<file path="src/hw/rtl/msc_pkg.sv">
`timescale 1ns / 1ps

package msc_pkg;

  localparam int ModP       = 137;
  localparam int Axes       = 26;
  localparam int Ring       = 136;
  localparam int K42        = 42;
  localparam int LaneStep   = 7;
  localparam int LaneAdd    = 5;
  localparam int KeyBytes   = 26;
  localparam int Lanes      = 2;

  // floor(2^19 / 136); the estimate is low by at most one quotient step
  localparam int RecipMul   = 3855;
  localparam int RecipShift = 19;

  localparam int AxisW      = 5;
  localparam int PosW       = 8;
  localparam int XW         = 12;
  localparam int QW         = 5;
  localparam int SkW        = 9;
  localparam int DataW      = 64;
  localparam int AddrW      = 5;

  localparam int QUEUE_DEPTH = 4;

  localparam logic [1:0] RegKey0  = 2'd0;
  localparam logic [1:0] RegKey1  = 2'd1;
  localparam logic [1:0] RegKey2  = 2'd2;
  localparam logic [1:0] RegKey3  = 2'd3;

  localparam logic OpEncrypt = 1'b0;
  localparam logic OpDecrypt = 1'b1;

  localparam logic [1:0] DTAB [Axes] = '{
    2'd0, 2'd2, 2'd1, 2'd0, 2'd1, 2'd0, 2'd2, 2'd0, 2'd0, 2'd1, 2'd2, 2'd1, 2'd1,
    2'd0, 2'd2, 2'd1, 2'd0, 2'd1, 2'd0, 2'd2, 2'd0, 2'd0, 2'd1, 2'd2, 2'd1, 2'd1
  };

  typedef logic [255:0][7:0] inv_rom_t;

  function automatic inv_rom_t build_inv_rom();
    inv_rom_t rom;
    rom = '0;
    for (int a = 1; a < ModP; a++) begin
      for (int c = 1; c < ModP; c++) begin
        if (((a * c) % ModP) == 1) begin
          rom[a] = 8'(c);
        end
      end
    end
    return rom;
  endfunction

  localparam inv_rom_t INV_ROM = build_inv_rom();

  typedef logic [KeyBytes-1:0][7:0] key_t;

  // classified word handed from the front to the back
  typedef struct packed {
    logic                         func;
    logic [7:0]                   a;
    logic [7:0]                   b;
    logic [Lanes-1:0][AxisW-1:0]  axis;
    logic [Lanes-1:0][XW-1:0]     x;
  } job_t;

endpackage

</file>
<file path="src/hw/rtl/msc_ifs.sv">
`timescale 1ns / 1ps

interface msc_in_if;
  logic       valid;
  logic       ready;
  logic       func;
  logic       first;
  logic [7:0] plain_in;
  logic [7:0] cipher_low_in;
  logic [7:0] cipher_high_in;

  modport source (output valid, func, first, plain_in, cipher_low_in, cipher_high_in,
                  input ready);
  modport sink   (input valid, func, first, plain_in, cipher_low_in, cipher_high_in,
                  output ready);
endinterface

interface msc_out_if;
  logic       valid;
  logic       ready;
  logic [7:0] cipher_low_out;
  logic [7:0] cipher_high_out;
  logic [7:0] plain_out;

  modport source (output valid, cipher_low_out, cipher_high_out, plain_out, input ready);
  modport sink   (input valid, cipher_low_out, cipher_high_out, plain_out, output ready);
endinterface

</file>
<file path="src/hw/rtl/msc_cfg.sv">
`timescale 1ns / 1ps

module msc_cfg (
  input  logic                        clk,
  input  logic                        rst_n,
  input  logic                        cfg_psel,
  input  logic                        cfg_penable,
  input  logic                        cfg_pwrite,
  input  logic [msc_pkg::AddrW-1:0]   cfg_paddr,
  input  logic [msc_pkg::DataW-1:0]   cfg_pwdata,
  output logic [msc_pkg::DataW-1:0]   cfg_prdata,
  output logic                        cfg_pready,
  output msc_pkg::key_t               key
);

  logic [63:0] key0_r;
  logic [63:0] key1_r;
  logic [63:0] key2_r;
  logic [15:0] key3_r;
  logic        wr_en;
  logic [1:0]  reg_sel;

  assign cfg_pready = 1'b1;
  assign wr_en      = cfg_psel && cfg_penable && cfg_pwrite;
  assign reg_sel    = cfg_paddr[4:3];

  always_ff @(posedge clk) begin
    if (!rst_n) begin
      key0_r <= '0;
      key1_r <= '0;
      key2_r <= '0;
      key3_r <= '0;
    end else if (wr_en) begin
      unique case (reg_sel)
        msc_pkg::RegKey0: key0_r <= cfg_pwdata;
        msc_pkg::RegKey1: key1_r <= cfg_pwdata;
        msc_pkg::RegKey2: key2_r <= cfg_pwdata;
        msc_pkg::RegKey3: key3_r <= cfg_pwdata[15:0];
        default: ;
      endcase
    end
  end

  always_comb begin
    unique case (reg_sel)
      msc_pkg::RegKey0: cfg_prdata = key0_r;
      msc_pkg::RegKey1: cfg_prdata = key1_r;
      msc_pkg::RegKey2: cfg_prdata = key2_r;
      msc_pkg::RegKey3: cfg_prdata = {48'd0, key3_r};
      default:          cfg_prdata = '0;
    endcase
  end

  assign key = {key3_r, key2_r, key1_r, key0_r};

endmodule

</file>
<file path="src/hw/rtl/msc_front.sv">
`timescale 1ns / 1ps

module msc_front (
  input  logic             clk,
  input  logic             rst_n,
  msc_in_if.sink           in_ch,
  input  logic             full,
  output logic             push,
  output msc_pkg::job_t    job
);

  logic [msc_pkg::AxisW-1:0] p26_r;
  logic [msc_pkg::AxisW-1:0] p26_nxt;
  logic [msc_pkg::PosW-1:0]  p1_r;
  logic [msc_pkg::PosW-1:0]  p1_nxt;
  logic [msc_pkg::AxisW-1:0] p26;
  logic [msc_pkg::PosW-1:0]  p1;
  logic [msc_pkg::AxisW:0]   axis_sum [msc_pkg::Lanes];

  assign in_ch.ready = !full;
  assign push        = in_ch.valid && !full;

  // first word of a message starts at axis position zero, ring position one
  assign p26 = in_ch.first ? '0 : p26_r;
  assign p1  = in_ch.first ? msc_pkg::PosW'(1) : p1_r;

  always_comb begin
    job.func = in_ch.func;
    job.a    = (in_ch.func == msc_pkg::OpDecrypt) ? in_ch.cipher_low_in : in_ch.plain_in;
    job.b    = in_ch.cipher_high_in;
    for (int l = 0; l < msc_pkg::Lanes; l++) begin
      axis_sum[l] = (msc_pkg::AxisW+1)'(p26) + (msc_pkg::AxisW+1)'(msc_pkg::LaneStep * l)
                  + (msc_pkg::AxisW+1)'(msc_pkg::DTAB[p26]);
      job.axis[l] = (axis_sum[l] >= (msc_pkg::AxisW+1)'(msc_pkg::Axes))
                  ? msc_pkg::AxisW'(axis_sum[l] - (msc_pkg::AxisW+1)'(msc_pkg::Axes))
                  : msc_pkg::AxisW'(axis_sum[l]);
      job.x[l]    = msc_pkg::XW'(p1) * msc_pkg::XW'(job.axis[l] + msc_pkg::AxisW'(1))
                  + msc_pkg::XW'(msc_pkg::K42 * l);
    end
  end

  assign p26_nxt = (p26 == msc_pkg::AxisW'(msc_pkg::Axes - 1)) ? '0 : p26 + msc_pkg::AxisW'(1);
  assign p1_nxt  = (p1 == msc_pkg::PosW'(msc_pkg::Ring - 1)) ? '0 : p1 + msc_pkg::PosW'(1);

  always_ff @(posedge clk) begin
    if (!rst_n) begin
      p26_r <= '0;
      p1_r  <= msc_pkg::PosW'(1);
    end else if (push) begin
      p26_r <= p26_nxt;
      p1_r  <= p1_nxt;
    end
  end

  a_pos_range: assert property (@(posedge clk) disable iff (!rst_n)
    (p26_r < msc_pkg::AxisW'(msc_pkg::Axes)) && (p1_r < msc_pkg::PosW'(msc_pkg::Ring)))
    else $error("position counters out of range");

  a_first_restart: assert property (@(posedge clk) disable iff (!rst_n)
    push && in_ch.first |=> (p26_r == msc_pkg::AxisW'(1)) && (p1_r == msc_pkg::PosW'(2)))
    else $error("first word did not restart position");

endmodule

</file>
<file path="src/hw/rtl/msc_queue.sv">
`timescale 1ns / 1ps

module msc_queue #(
  parameter int DEPTH = msc_pkg::QUEUE_DEPTH
) (
  input  logic             clk,
  input  logic             rst_n,
  input  logic             push,
  input  msc_pkg::job_t    push_job,
  output logic             full,
  input  logic             pop,
  output logic             head_valid,
  output msc_pkg::job_t    head_job
);

  localparam int PtrW = (DEPTH > 1) ? $clog2(DEPTH) : 1;
  localparam int CntW = $clog2(DEPTH + 1);

  msc_pkg::job_t   mem [DEPTH];
  logic [PtrW-1:0] wr_ptr_r;
  logic [PtrW-1:0] rd_ptr_r;
  logic [CntW-1:0] cnt_r;
  logic [CntW-1:0] cnt_nxt;

  assign full       = (cnt_r == CntW'(DEPTH));
  assign head_valid = (cnt_r != '0);
  assign head_job   = mem[rd_ptr_r];

  always_comb begin
    cnt_nxt = cnt_r;
    if (push && !pop) begin
      cnt_nxt = cnt_r + CntW'(1);
    end else if (pop && !push) begin
      cnt_nxt = cnt_r - CntW'(1);
    end
  end

  always_ff @(posedge clk) begin
    if (push) begin
      mem[wr_ptr_r] <= push_job;
    end
  end

  always_ff @(posedge clk) begin
    if (!rst_n) begin
      wr_ptr_r <= '0;
      rd_ptr_r <= '0;
      cnt_r    <= '0;
    end else begin
      cnt_r <= cnt_nxt;
      if (push) begin
        wr_ptr_r <= (wr_ptr_r == PtrW'(DEPTH - 1)) ? '0 : wr_ptr_r + PtrW'(1);
      end
      if (pop) begin
        rd_ptr_r <= (rd_ptr_r == PtrW'(DEPTH - 1)) ? '0 : rd_ptr_r + PtrW'(1);
      end
    end
  end

  a_no_overflow: assert property (@(posedge clk) disable iff (!rst_n)
    cnt_r <= CntW'(DEPTH))
    else $error("queue count beyond depth");

  a_pop_nonempty: assert property (@(posedge clk) disable iff (!rst_n)
    pop |-> head_valid)
    else $error("pop from empty queue");

endmodule

</file>
<file path="src/hw/rtl/msc_back.sv">
`timescale 1ns / 1ps

module msc_back (
  input  logic             clk,
  input  logic             rst_n,
  input  msc_pkg::key_t    key,
  input  logic             job_valid,
  input  msc_pkg::job_t    job,
  output logic             pop,
  msc_out_if.source        out_ch
);

  typedef struct packed {
    logic                                         func;
    logic [7:0]                                   a;
    logic [7:0]                                   b;
    logic [msc_pkg::Lanes-1:0][msc_pkg::XW-1:0]   x;
    logic [msc_pkg::Lanes-1:0][msc_pkg::QW-1:0]   q;
    logic [msc_pkg::Lanes-1:0][msc_pkg::SkW-1:0]  sk;
  } s2_t;

  typedef struct packed {
    logic                           func;
    logic [7:0]                     a;
    logic [7:0]                     b;
    logic [msc_pkg::Lanes-1:0][7:0] m;
  } s3_t;

  logic          s1_v_r;
  msc_pkg::job_t s1_r;
  logic          s2_v_r;
  s2_t           s2_r;
  s2_t           s2_nxt;
  logic          s3_v_r;
  s3_t           s3_r;
  s3_t           s3_nxt;
  logic          out_v_r;
  logic [7:0]    cl_r;
  logic [7:0]    ch_r;
  logic [7:0]    pl_r;
  logic [7:0]    cl_nxt;
  logic [7:0]    ch_nxt;
  logic [7:0]    pl_nxt;

  logic adv_out;
  logic adv3;
  logic adv2;
  logic adv1;

  logic [23:0]              prod  [msc_pkg::Lanes];
  logic [msc_pkg::XW-1:0]   qmul  [msc_pkg::Lanes];
  logic [msc_pkg::XW-1:0]   rem_w [msc_pkg::Lanes];
  logic [8:0]               rem   [msc_pkg::Lanes];
  logic [7:0]               r_idx [msc_pkg::Lanes];
  logic [9:0]               msum  [msc_pkg::Lanes];

  logic [7:0] e_lo;
  logic [7:0] e_hi;
  logic [8:0] e_sl;
  logic [8:0] e_sh;
  logic [9:0] d_t0;
  logic [9:0] d_t1;
  logic [7:0] d_lo;
  logic [7:0] d_hi;

  // each stage moves when the one after it is empty or moving
  assign adv_out = !out_v_r || out_ch.ready;
  assign adv3    = !s3_v_r || adv_out;
  assign adv2    = !s2_v_r || adv3;
  assign adv1    = !s1_v_r || adv2;
  assign pop     = job_valid && adv1;

  // stage 1: quotient estimate of x / 136 and key-dependent part of the mask
  always_comb begin
    s2_nxt.func = s1_r.func;
    s2_nxt.a    = s1_r.a;
    s2_nxt.b    = s1_r.b;
    s2_nxt.x    = s1_r.x;
    for (int l = 0; l < msc_pkg::Lanes; l++) begin
      prod[l]      = 24'(s1_r.x[l]) * 24'(msc_pkg::RecipMul);
      s2_nxt.q[l]  = prod[l][msc_pkg::RecipShift +: msc_pkg::QW];
      s2_nxt.sk[l] = msc_pkg::SkW'(key[s1_r.axis[l]])
                   + msc_pkg::SkW'(msc_pkg::K42 * msc_pkg::DTAB[s1_r.axis[l]])
                   + msc_pkg::SkW'(s1_r.axis[l])
                   + msc_pkg::SkW'(msc_pkg::LaneAdd * l);
    end
  end

  // stage 2: finish mod 136, look up the inverse, reduce the mask mod 137
  always_comb begin
    s3_nxt.func = s2_r.func;
    s3_nxt.a    = s2_r.a;
    s3_nxt.b    = s2_r.b;
    for (int l = 0; l < msc_pkg::Lanes; l++) begin
      qmul[l]  = (msc_pkg::XW'(s2_r.q[l]) << 7) + (msc_pkg::XW'(s2_r.q[l]) << 3);
      rem_w[l] = s2_r.x[l] - qmul[l];
      rem[l]   = rem_w[l][8:0];
      if (rem[l] >= 9'(msc_pkg::Ring)) begin
        rem[l] = rem[l] - 9'(msc_pkg::Ring);
      end
      r_idx[l] = 8'(rem[l]) + 8'd1;
      msum[l]  = 10'(s2_r.sk[l]) + 10'(msc_pkg::INV_ROM[r_idx[l]]);
      priority if (msum[l] >= 10'(3 * msc_pkg::ModP)) begin
        s3_nxt.m[l] = 8'(msum[l] - 10'(3 * msc_pkg::ModP));
      end else if (msum[l] >= 10'(2 * msc_pkg::ModP)) begin
        s3_nxt.m[l] = 8'(msum[l] - 10'(2 * msc_pkg::ModP));
      end else if (msum[l] >= 10'(msc_pkg::ModP)) begin
        s3_nxt.m[l] = 8'(msum[l] - 10'(msc_pkg::ModP));
      end else begin
        s3_nxt.m[l] = 8'(msum[l]);
      end
    end
  end

  // stage 3: apply the masks
  always_comb begin
    e_lo = (s3_r.a >= 8'(msc_pkg::ModP)) ? s3_r.a - 8'(msc_pkg::ModP) : s3_r.a;
    e_hi = (s3_r.a >= 8'(msc_pkg::ModP)) ? 8'd1 : 8'd0;
    e_sl = 9'(e_lo) + 9'(s3_r.m[0]);
    e_sh = 9'(e_hi) + 9'(s3_r.m[1]);
    d_t0 = 10'(s3_r.a) + 10'(msc_pkg::ModP) - 10'(s3_r.m[0]);
    d_t1 = 10'(s3_r.b) + 10'(msc_pkg::ModP) - 10'(s3_r.m[1]);
    priority if (d_t0 >= 10'(2 * msc_pkg::ModP)) begin
      d_lo = 8'(d_t0 - 10'(2 * msc_pkg::ModP));
    end else if (d_t0 >= 10'(msc_pkg::ModP)) begin
      d_lo = 8'(d_t0 - 10'(msc_pkg::ModP));
    end else begin
      d_lo = 8'(d_t0);
    end
    priority if (d_t1 >= 10'(2 * msc_pkg::ModP)) begin
      d_hi = 8'(d_t1 - 10'(2 * msc_pkg::ModP));
    end else if (d_t1 >= 10'(msc_pkg::ModP)) begin
      d_hi = 8'(d_t1 - 10'(msc_pkg::ModP));
    end else begin
      d_hi = 8'(d_t1);
    end
    if (s3_r.func == msc_pkg::OpDecrypt) begin
      cl_nxt = '0;
      ch_nxt = '0;
      pl_nxt = d_lo + 8'(16'(d_hi) * 16'(msc_pkg::ModP));
    end else begin
      cl_nxt = (e_sl >= 9'(msc_pkg::ModP)) ? 8'(e_sl - 9'(msc_pkg::ModP)) : 8'(e_sl);
      ch_nxt = (e_sh >= 9'(msc_pkg::ModP)) ? 8'(e_sh - 9'(msc_pkg::ModP)) : 8'(e_sh);
      pl_nxt = '0;
    end
  end

  always_ff @(posedge clk) begin
    if (!rst_n) begin
      s1_v_r  <= 1'b0;
      s2_v_r  <= 1'b0;
      s3_v_r  <= 1'b0;
      out_v_r <= 1'b0;
    end else begin
      if (adv1) begin
        s1_v_r <= job_valid;
      end
      if (adv2) begin
        s2_v_r <= s1_v_r;
      end
      if (adv3) begin
        s3_v_r <= s2_v_r;
      end
      if (adv_out) begin
        out_v_r <= s3_v_r;
      end
    end
  end

  always_ff @(posedge clk) begin
    if (adv1) begin
      s1_r <= job;
    end
    if (adv2) begin
      s2_r <= s2_nxt;
    end
    if (adv3) begin
      s3_r <= s3_nxt;
    end
    if (adv_out) begin
      cl_r <= cl_nxt;
      ch_r <= ch_nxt;
      pl_r <= pl_nxt;
    end
  end

  assign out_ch.valid           = out_v_r;
  assign out_ch.cipher_low_out  = cl_r;
  assign out_ch.cipher_high_out = ch_r;
  assign out_ch.plain_out       = pl_r;

  a_mask_range: assert property (@(posedge clk) disable iff (!rst_n)
    s3_v_r |-> (s3_r.m[0] < 8'(msc_pkg::ModP)) && (s3_r.m[1] < 8'(msc_pkg::ModP)))
    else $error("mask not reduced mod 137");

endmodule

</file>
<file path="src/hw/rtl/mod137_stream_cipher.sv">
`timescale 1ns / 1ps

// channel | dir  | handshake          | payload
// in_ch   | in   | valid / ready      | func, first, plain_in, cipher_low_in, cipher_high_in
// out_ch  | out  | valid / ready      | cipher_low_out, cipher_high_out, plain_out
// cfg_*   | in   | APB psel / penable | key registers at byte addresses 0, 8, 16, 24
//
// One word accepted per cycle and one result per cycle while nothing stalls; a result
// passes the queue, then the s1, s2 and s3 stage registers and the output register.
// The front advances the position counters and computes lane axes and the ring
// product, reduced mod 136 in the back; a QUEUE_DEPTH-entry queue sits between them.
// in_ch.ready drops only when the queue is full; out_ch stalls ripple back to the queue.
// Synchronous active-low reset clears the key registers and sets axis 0, ring position 1.

module mod137_stream_cipher #(
  parameter int QUEUE_DEPTH = msc_pkg::QUEUE_DEPTH
) (
  input  logic                        clk,
  input  logic                        rst_n,
  msc_in_if.sink                      in_ch,
  msc_out_if.source                   out_ch,
  input  logic                        cfg_psel,
  input  logic                        cfg_penable,
  input  logic                        cfg_pwrite,
  input  logic [msc_pkg::AddrW-1:0]   cfg_paddr,
  input  logic [msc_pkg::DataW-1:0]   cfg_pwdata,
  output logic [msc_pkg::DataW-1:0]   cfg_prdata,
  output logic                        cfg_pready
);

  msc_pkg::key_t key;
  msc_pkg::job_t push_job;
  msc_pkg::job_t head_job;
  logic          push;
  logic          full;
  logic          pop;
  logic          head_valid;

  msc_cfg u_cfg (
    .clk         (clk),
    .rst_n       (rst_n),
    .cfg_psel    (cfg_psel),
    .cfg_penable (cfg_penable),
    .cfg_pwrite  (cfg_pwrite),
    .cfg_paddr   (cfg_paddr),
    .cfg_pwdata  (cfg_pwdata),
    .cfg_prdata  (cfg_prdata),
    .cfg_pready  (cfg_pready),
    .key         (key)
  );

  msc_front u_front (
    .clk   (clk),
    .rst_n (rst_n),
    .in_ch (in_ch),
    .full  (full),
    .push  (push),
    .job   (push_job)
  );

  msc_queue #(
    .DEPTH (QUEUE_DEPTH)
  ) u_queue (
    .clk        (clk),
    .rst_n      (rst_n),
    .push       (push),
    .push_job   (push_job),
    .full       (full),
    .pop        (pop),
    .head_valid (head_valid),
    .head_job   (head_job)
  );

  msc_back u_back (
    .clk       (clk),
    .rst_n     (rst_n),
    .key       (key),
    .job_valid (head_valid),
    .job       (head_job),
    .pop       (pop),
    .out_ch    (out_ch)
  );

endmodule

</file>
<file path="src/flat_wrapper.sv">
// flat-port wrapper written by rule: the top's interface ports become plain ports
module mod137_stream_cipher_flat 
#(
  parameter int QUEUE_DEPTH = msc_pkg::QUEUE_DEPTH
)
  (clk, rst_n, cfg_psel, cfg_penable, cfg_pwrite, cfg_paddr, cfg_pwdata, cfg_prdata, cfg_pready, in_ch_valid, in_ch_func, in_ch_first, in_ch_plain_in, in_ch_cipher_low_in, in_ch_cipher_high_in, in_ch_ready, out_ch_valid, out_ch_cipher_low_out, out_ch_cipher_high_out, out_ch_plain_out, out_ch_ready);
  msc_in_if in_ch_i ();
  msc_out_if out_ch_i ();
  input  logic clk;
  input  logic rst_n;
  input  logic cfg_psel;
  input  logic cfg_penable;
  input  logic cfg_pwrite;
  input  logic [msc_pkg::AddrW-1:0] cfg_paddr;
  input  logic [msc_pkg::DataW-1:0] cfg_pwdata;
  output logic [msc_pkg::DataW-1:0] cfg_prdata;
  output logic cfg_pready;
  input wire logic [$bits(in_ch_i.valid)-1:0] in_ch_valid;
  input wire logic [$bits(in_ch_i.func)-1:0] in_ch_func;
  input wire logic [$bits(in_ch_i.first)-1:0] in_ch_first;
  input wire logic [$bits(in_ch_i.plain_in)-1:0] in_ch_plain_in;
  input wire logic [$bits(in_ch_i.cipher_low_in)-1:0] in_ch_cipher_low_in;
  input wire logic [$bits(in_ch_i.cipher_high_in)-1:0] in_ch_cipher_high_in;
  output wire logic [$bits(in_ch_i.ready)-1:0] in_ch_ready;
  output wire logic [$bits(out_ch_i.valid)-1:0] out_ch_valid;
  output wire logic [$bits(out_ch_i.cipher_low_out)-1:0] out_ch_cipher_low_out;
  output wire logic [$bits(out_ch_i.cipher_high_out)-1:0] out_ch_cipher_high_out;
  output wire logic [$bits(out_ch_i.plain_out)-1:0] out_ch_plain_out;
  input wire logic [$bits(out_ch_i.ready)-1:0] out_ch_ready;
  assign in_ch_i.valid = in_ch_valid;
  assign in_ch_i.func = in_ch_func;
  assign in_ch_i.first = in_ch_first;
  assign in_ch_i.plain_in = in_ch_plain_in;
  assign in_ch_i.cipher_low_in = in_ch_cipher_low_in;
  assign in_ch_i.cipher_high_in = in_ch_cipher_high_in;
  assign in_ch_ready = in_ch_i.ready;
  assign out_ch_valid = out_ch_i.valid;
  assign out_ch_cipher_low_out = out_ch_i.cipher_low_out;
  assign out_ch_cipher_high_out = out_ch_i.cipher_high_out;
  assign out_ch_plain_out = out_ch_i.plain_out;
  assign out_ch_i.ready = out_ch_ready;
  mod137_stream_cipher #(.QUEUE_DEPTH(QUEUE_DEPTH)) u_core (.clk(clk), .rst_n(rst_n), .in_ch(in_ch_i), .out_ch(out_ch_i), .cfg_psel(cfg_psel), .cfg_penable(cfg_penable), .cfg_pwrite(cfg_pwrite), .cfg_paddr(cfg_paddr), .cfg_pwdata(cfg_pwdata), .cfg_prdata(cfg_prdata), .cfg_pready(cfg_pready));
endmodule
</file>
<file path="config.mk">
export PLATFORM = sky130hd
export DESIGN_NAME = mod137_stream_cipher_flat
export DESIGN_NICKNAME = d
export VERILOG_FILES = /design/src/hw/rtl/msc_pkg.sv /design/src/hw/rtl/msc_ifs.sv /design/src/hw/rtl/msc_cfg.sv /design/src/hw/rtl/msc_front.sv /design/src/hw/rtl/msc_queue.sv /design/src/hw/rtl/msc_back.sv /design/src/hw/rtl/mod137_stream_cipher.sv /design/src/flat_wrapper.sv
export SDC_FILE = /design/constraint.sdc
export NUM_CORES = 2
export LEC_CHECK = 0
export ABC_CLOCK_PERIOD_IN_PS = 10300
export BUFFER_PORTS_ARGS = -buffer_cell sky130_fd_sc_hd__buf_4
export CAP_MARGIN = 20
export CORE_UTILIZATION = 58
export CTS_CLUSTER_SIZE = 30
export DETAILED_ROUTE_END_ITERATION = 10
export PLACE_DENSITY = 0.79
export SLEW_MARGIN = 10
export SYNTH_ARGS = -nofsm -noshare
export SYNTH_HDL_FRONTEND = slang
export SYNTH_SLANG_ARGS = --single-unit
</file>
<file path="constraint.sdc">
create_clock -name clk -period 10.3 [get_ports clk]
set_input_delay 2.06 -clock clk [delete_from_list [all_inputs] [get_ports clk]]
set_output_delay 2.06 -clock clk [all_outputs]
set_load 0.05 [all_outputs]
</file>
==> impl_metrics.csv <==
group,metric,value,unit
run_status,status,"completed",
logic_synthesis,synthArstFlopShare,0,%
min_path,min_path_type,"flop to flop",
worst_setup_path,path_buf_inv,4,
logic_synthesis,synth_nets,5156,
finish,drive_gt1_share,13.3,%
drt,vias_per_cell,6.33,
worst_setup_path,critPathKind,"input pin to flop",
logic_synthesis,synth-edff-count,375,
worst_setup_path,crit_slowest_cell,"fa_1",
sta,timing.final.crit_share,93.4,%
worst_setup_path,cp-endpoint,"u_core.u_queue.mem[0][11]$_DFFE_PP_",
logic_synthesis,ys_top_cells_by_count,"nand2_1 (720), ha_1 (381), edfxtp_1 (375), inv_1 (326), nor2_1 (236)",
floorplanning,start_util,58.8,%
clocking,cts_max_level,3,
drt,detail-route-antenna-nets,0,
finish,diodes,0,
finish,stdcell_count,5665,
floorplanning,num_io_pins,193,
logic_synthesis,synth_area_leaders,"edfxtp_1 (25%), ha_1 (10%), dfxtp_1 (10%)",
finish,area_delta_synth_final,9.72,%
worst_setup_path,worstPathRequired,10.66,ns
sta,rsz0062_at_grt,"false",
logic_synthesis,synth_mux_area_share,11.3,%
worst_setup_path,start_kind,"input pin",
job,max_cap_viol_count,0,
logic_synthesis,synthSimpleGateAreaFrac,12.4,%
logic_synthesis,synth_top_family_by_area,"adder cells",
sta,tightest_slew,1.13,ns
placement,hpwl,84500,um
floorplanning,design.die.area,79800,sq um
sta,layout_min_cycle_time,9.62,ns
logic_synthesis,yosys.area.top_type,"edfxtp_1",
drt,wl_per_cell,21.5,um
clocking,clk_pin_slew,0.06,ns
drt,first_pass_iters,6,
placement,gp_congestion,1.01,
finish,fill_cells,6035,
global_route,grt_usage,30.6,%
sta,tns,0,ns
finish,regArea,15900,sq um
logic_synthesis,synth-seq-area-share,34.9,%
finish,multi_input_area,27500,sq um
worst_setup_path,r2r_slack,1.34,ns
worst_setup_path,reg2reg_depth,26,
logic_synthesis,synth_fa_ha_area_share,17.3,%
worst_setup_path,cp-end-kind,"flop",
logic_synthesis,postSynthAreaPerCell,10.1,sq um
floorplanning,die_w,282,um
logic_synthesis,synth_ff_type,"edfxtp_1",
drt,drt_iter0_markers,3787,
sta,finalHoldViolations,0,
clocking,cts_resized,0,
worst_setup_path,cp_max_fo,13,
clocking,cts_tree,"built",
floorplanning,fp.coreArea,77600,sq um
worst_setup_path,r2r-end,"u_core.u_back.s3_r[15]$_DFFE_PP_",
clocking,cts_sinks,607,
sta,maxSlewViolCount,0,
global_route,grt_max_degree,126,
logic_synthesis,yosysWarnings,0,
logic_synthesis,synth_xor_xnor_area_share,3.67,%
worst_setup_path,crit_start,"in_ch_first",
worst_setup_path,cp.depth,33,
global_route,antenna_found_initial,4,
placement,port_buffers,188,
worst_setup_path,r2r_start,"u_core.u_back.s2_r[41]$_DFFE_PP_",
global_route,grt_overflow,0,
logic_synthesis,ys_types,105,
sta,setup_viol,0,
clocking,cts_inserted_buffers,67,
finish,final_net_count,5212,
sta,skew,0.0521,ns
clocking,postCtsHoldBufs,0,
clocking,clk_latency,0.65,ns
logic_synthesis,synth-seq-cells,607,
placement,dp_cells,5543,
worst_setup_path,worst_path_largest_cell_delay,0.57,ns
clocking,root_buffer,"clkbuf_16",
clocking,cts_buffer_depth,3,
logic_synthesis,syn_area,45600,sq um
sta,slew_headroom,24.4,%
logic_synthesis,synth_compound_area_share,15.4,%
sta,fmax,0.104,GHz
logic_synthesis,yosys.cell_count.top_type,"nand2_1",
floorplanning,die_h,282,um
floorplanning,num_rows,102,
clocking,cts_setup_buffers,0,
drt,wl,122000,um
global_route,grt_pass1_vias,35200,
logic_synthesis,synth_top_area_share,24.7,%
worst_setup_path,cp_top_family,"adder cells",
worst_setup_path,critPathArrivalTime,9.97,ns
worst_setup_path,cp_common_cell,"nor2_1",
global_route,grt_pass1_wl,191000,um
drt,drt_drc_violations_left,0,
drt,vias,35900,
logic_synthesis,syn-instance-count,4517,
==> sequential cells by signal (all words and copies together), names as in the netlist <==
register                              flops
u_core.u_back.out_ch.cipher_high_out      8
u_core.u_back.out_ch.cipher_low_out       8
u_core.u_back.out_ch.plain_out            8
u_core.u_back.out_ch.valid                1
u_core.u_back.s1_r                       51
u_core.u_back.s1_v_r                      1
u_core.u_back.s2_r                       63
u_core.u_back.s2_v_r                      1
u_core.u_back.s3_r                       33
u_core.u_back.s3_v_r                      1
u_core.u_cfg.key0_r                      64
u_core.u_cfg.key1_r                      64
u_core.u_cfg.key2_r                      64
u_core.u_cfg.key3_r                      16
u_core.u_front.p1_r                       8
u_core.u_front.p26_r                      5
u_core.u_queue.cnt_r                      3
u_core.u_queue.mem                      204
u_core.u_queue.rd_ptr_r                   2
u_core.u_queue.wr_ptr_r                   2
==> cell families after synthesis <==
logic type	after synthesis
DFF	607
other	1
buffers and inverters	595
AOI/OAI and AO/OA	1004
xor gates and xnor gates	180
muxes	296
and+or+nand+nor	1297
adders and majority gates	537
==> worst min-delay path by stage <==
stage,from,endpoint,cells past startpoint
finish,u_core.u_back.s2_r[54]$_DFFE_PP_,u_core.u_back.s3_r[18]$_DFFE_PP_,0
CTS,u_core.u_back.s2_r[54]$_DFFE_PP_,u_core.u_back.s3_r[18]$_DFFE_PP_,0
global placement,u_core.u_back.s2_r[66]$_DFFE_PP_,u_core.u_back.s3_r[30]$_DFFE_PP_,0
detailed placement,u_core.u_back.s2_r[59]$_DFFE_PP_,u_core.u_back.s3_r[23]$_DFFE_PP_,0
floorplan,u_core.u_back.s1_r[34]$_DFFE_PN_,u_core.u_back.s2_r[52]$_DFFE_PP_,0
global route,u_core.u_back.s2_r[54]$_DFFE_PP_,u_core.u_back.s3_r[18]$_DFFE_PP_,0
==> stage by stage <==
stage | cell area (sq um) | hold WS, ns | setup slack [ns] | util [%]
after floorplan | 45600 | 0.400 | 0.548 | -
after global placement | 47800 | 0.402 | 0.224 | 61.6
after detailed placement | 47800 | 0.405 | 0.0584 | 61.6
after CTS | 50000 | 0.415 | 0.677 | 64.4
after global routing | 50000 | 0.421 | 0.0104 | 64.5
final | 50000 | 0.417 | 0.685 | 64.5
==> metal layers <==
| metal | track usage, % | wire length [um] |
|---|---|---|
| met1 | 39.9 | 47300 |
| met4 | 13.8 | 5690 |
| met2 | 49.2 | 56600 |
| met5 | 0 | 46 |
| met3 | 6.38 | 12100 |
==> final cells by class <==
cell class | instances | share of cell area, %
multi-input combinational | 3315 | 55.0
sequential | 607 | 31.8
timing repair buffer | 246 | 3.71
clock buffer | 91 | 3.65
tap | 1040 | 2.60
inverter | 336 | 2.52
clock inverter | 30 | 0.688
==> placed cells by master (no fill, tap or decap), drive strengths merged, types with 138 or more instances in the layout <==
master	synthesis	routed
inv	328	332
a21boi	222	222
mux4	172	172
a21oi	165	165
edfxtp	375	375
ha	381	381
fa	156	156
buf	55	246
xnor2	138	138
nor2	238	238
nand2	721	721
dfxtp	232	232
o21ai	171	171
Power is not shown: default switching activity piles up to over one toggle a cycle in this logic, so the estimate is an artifact.
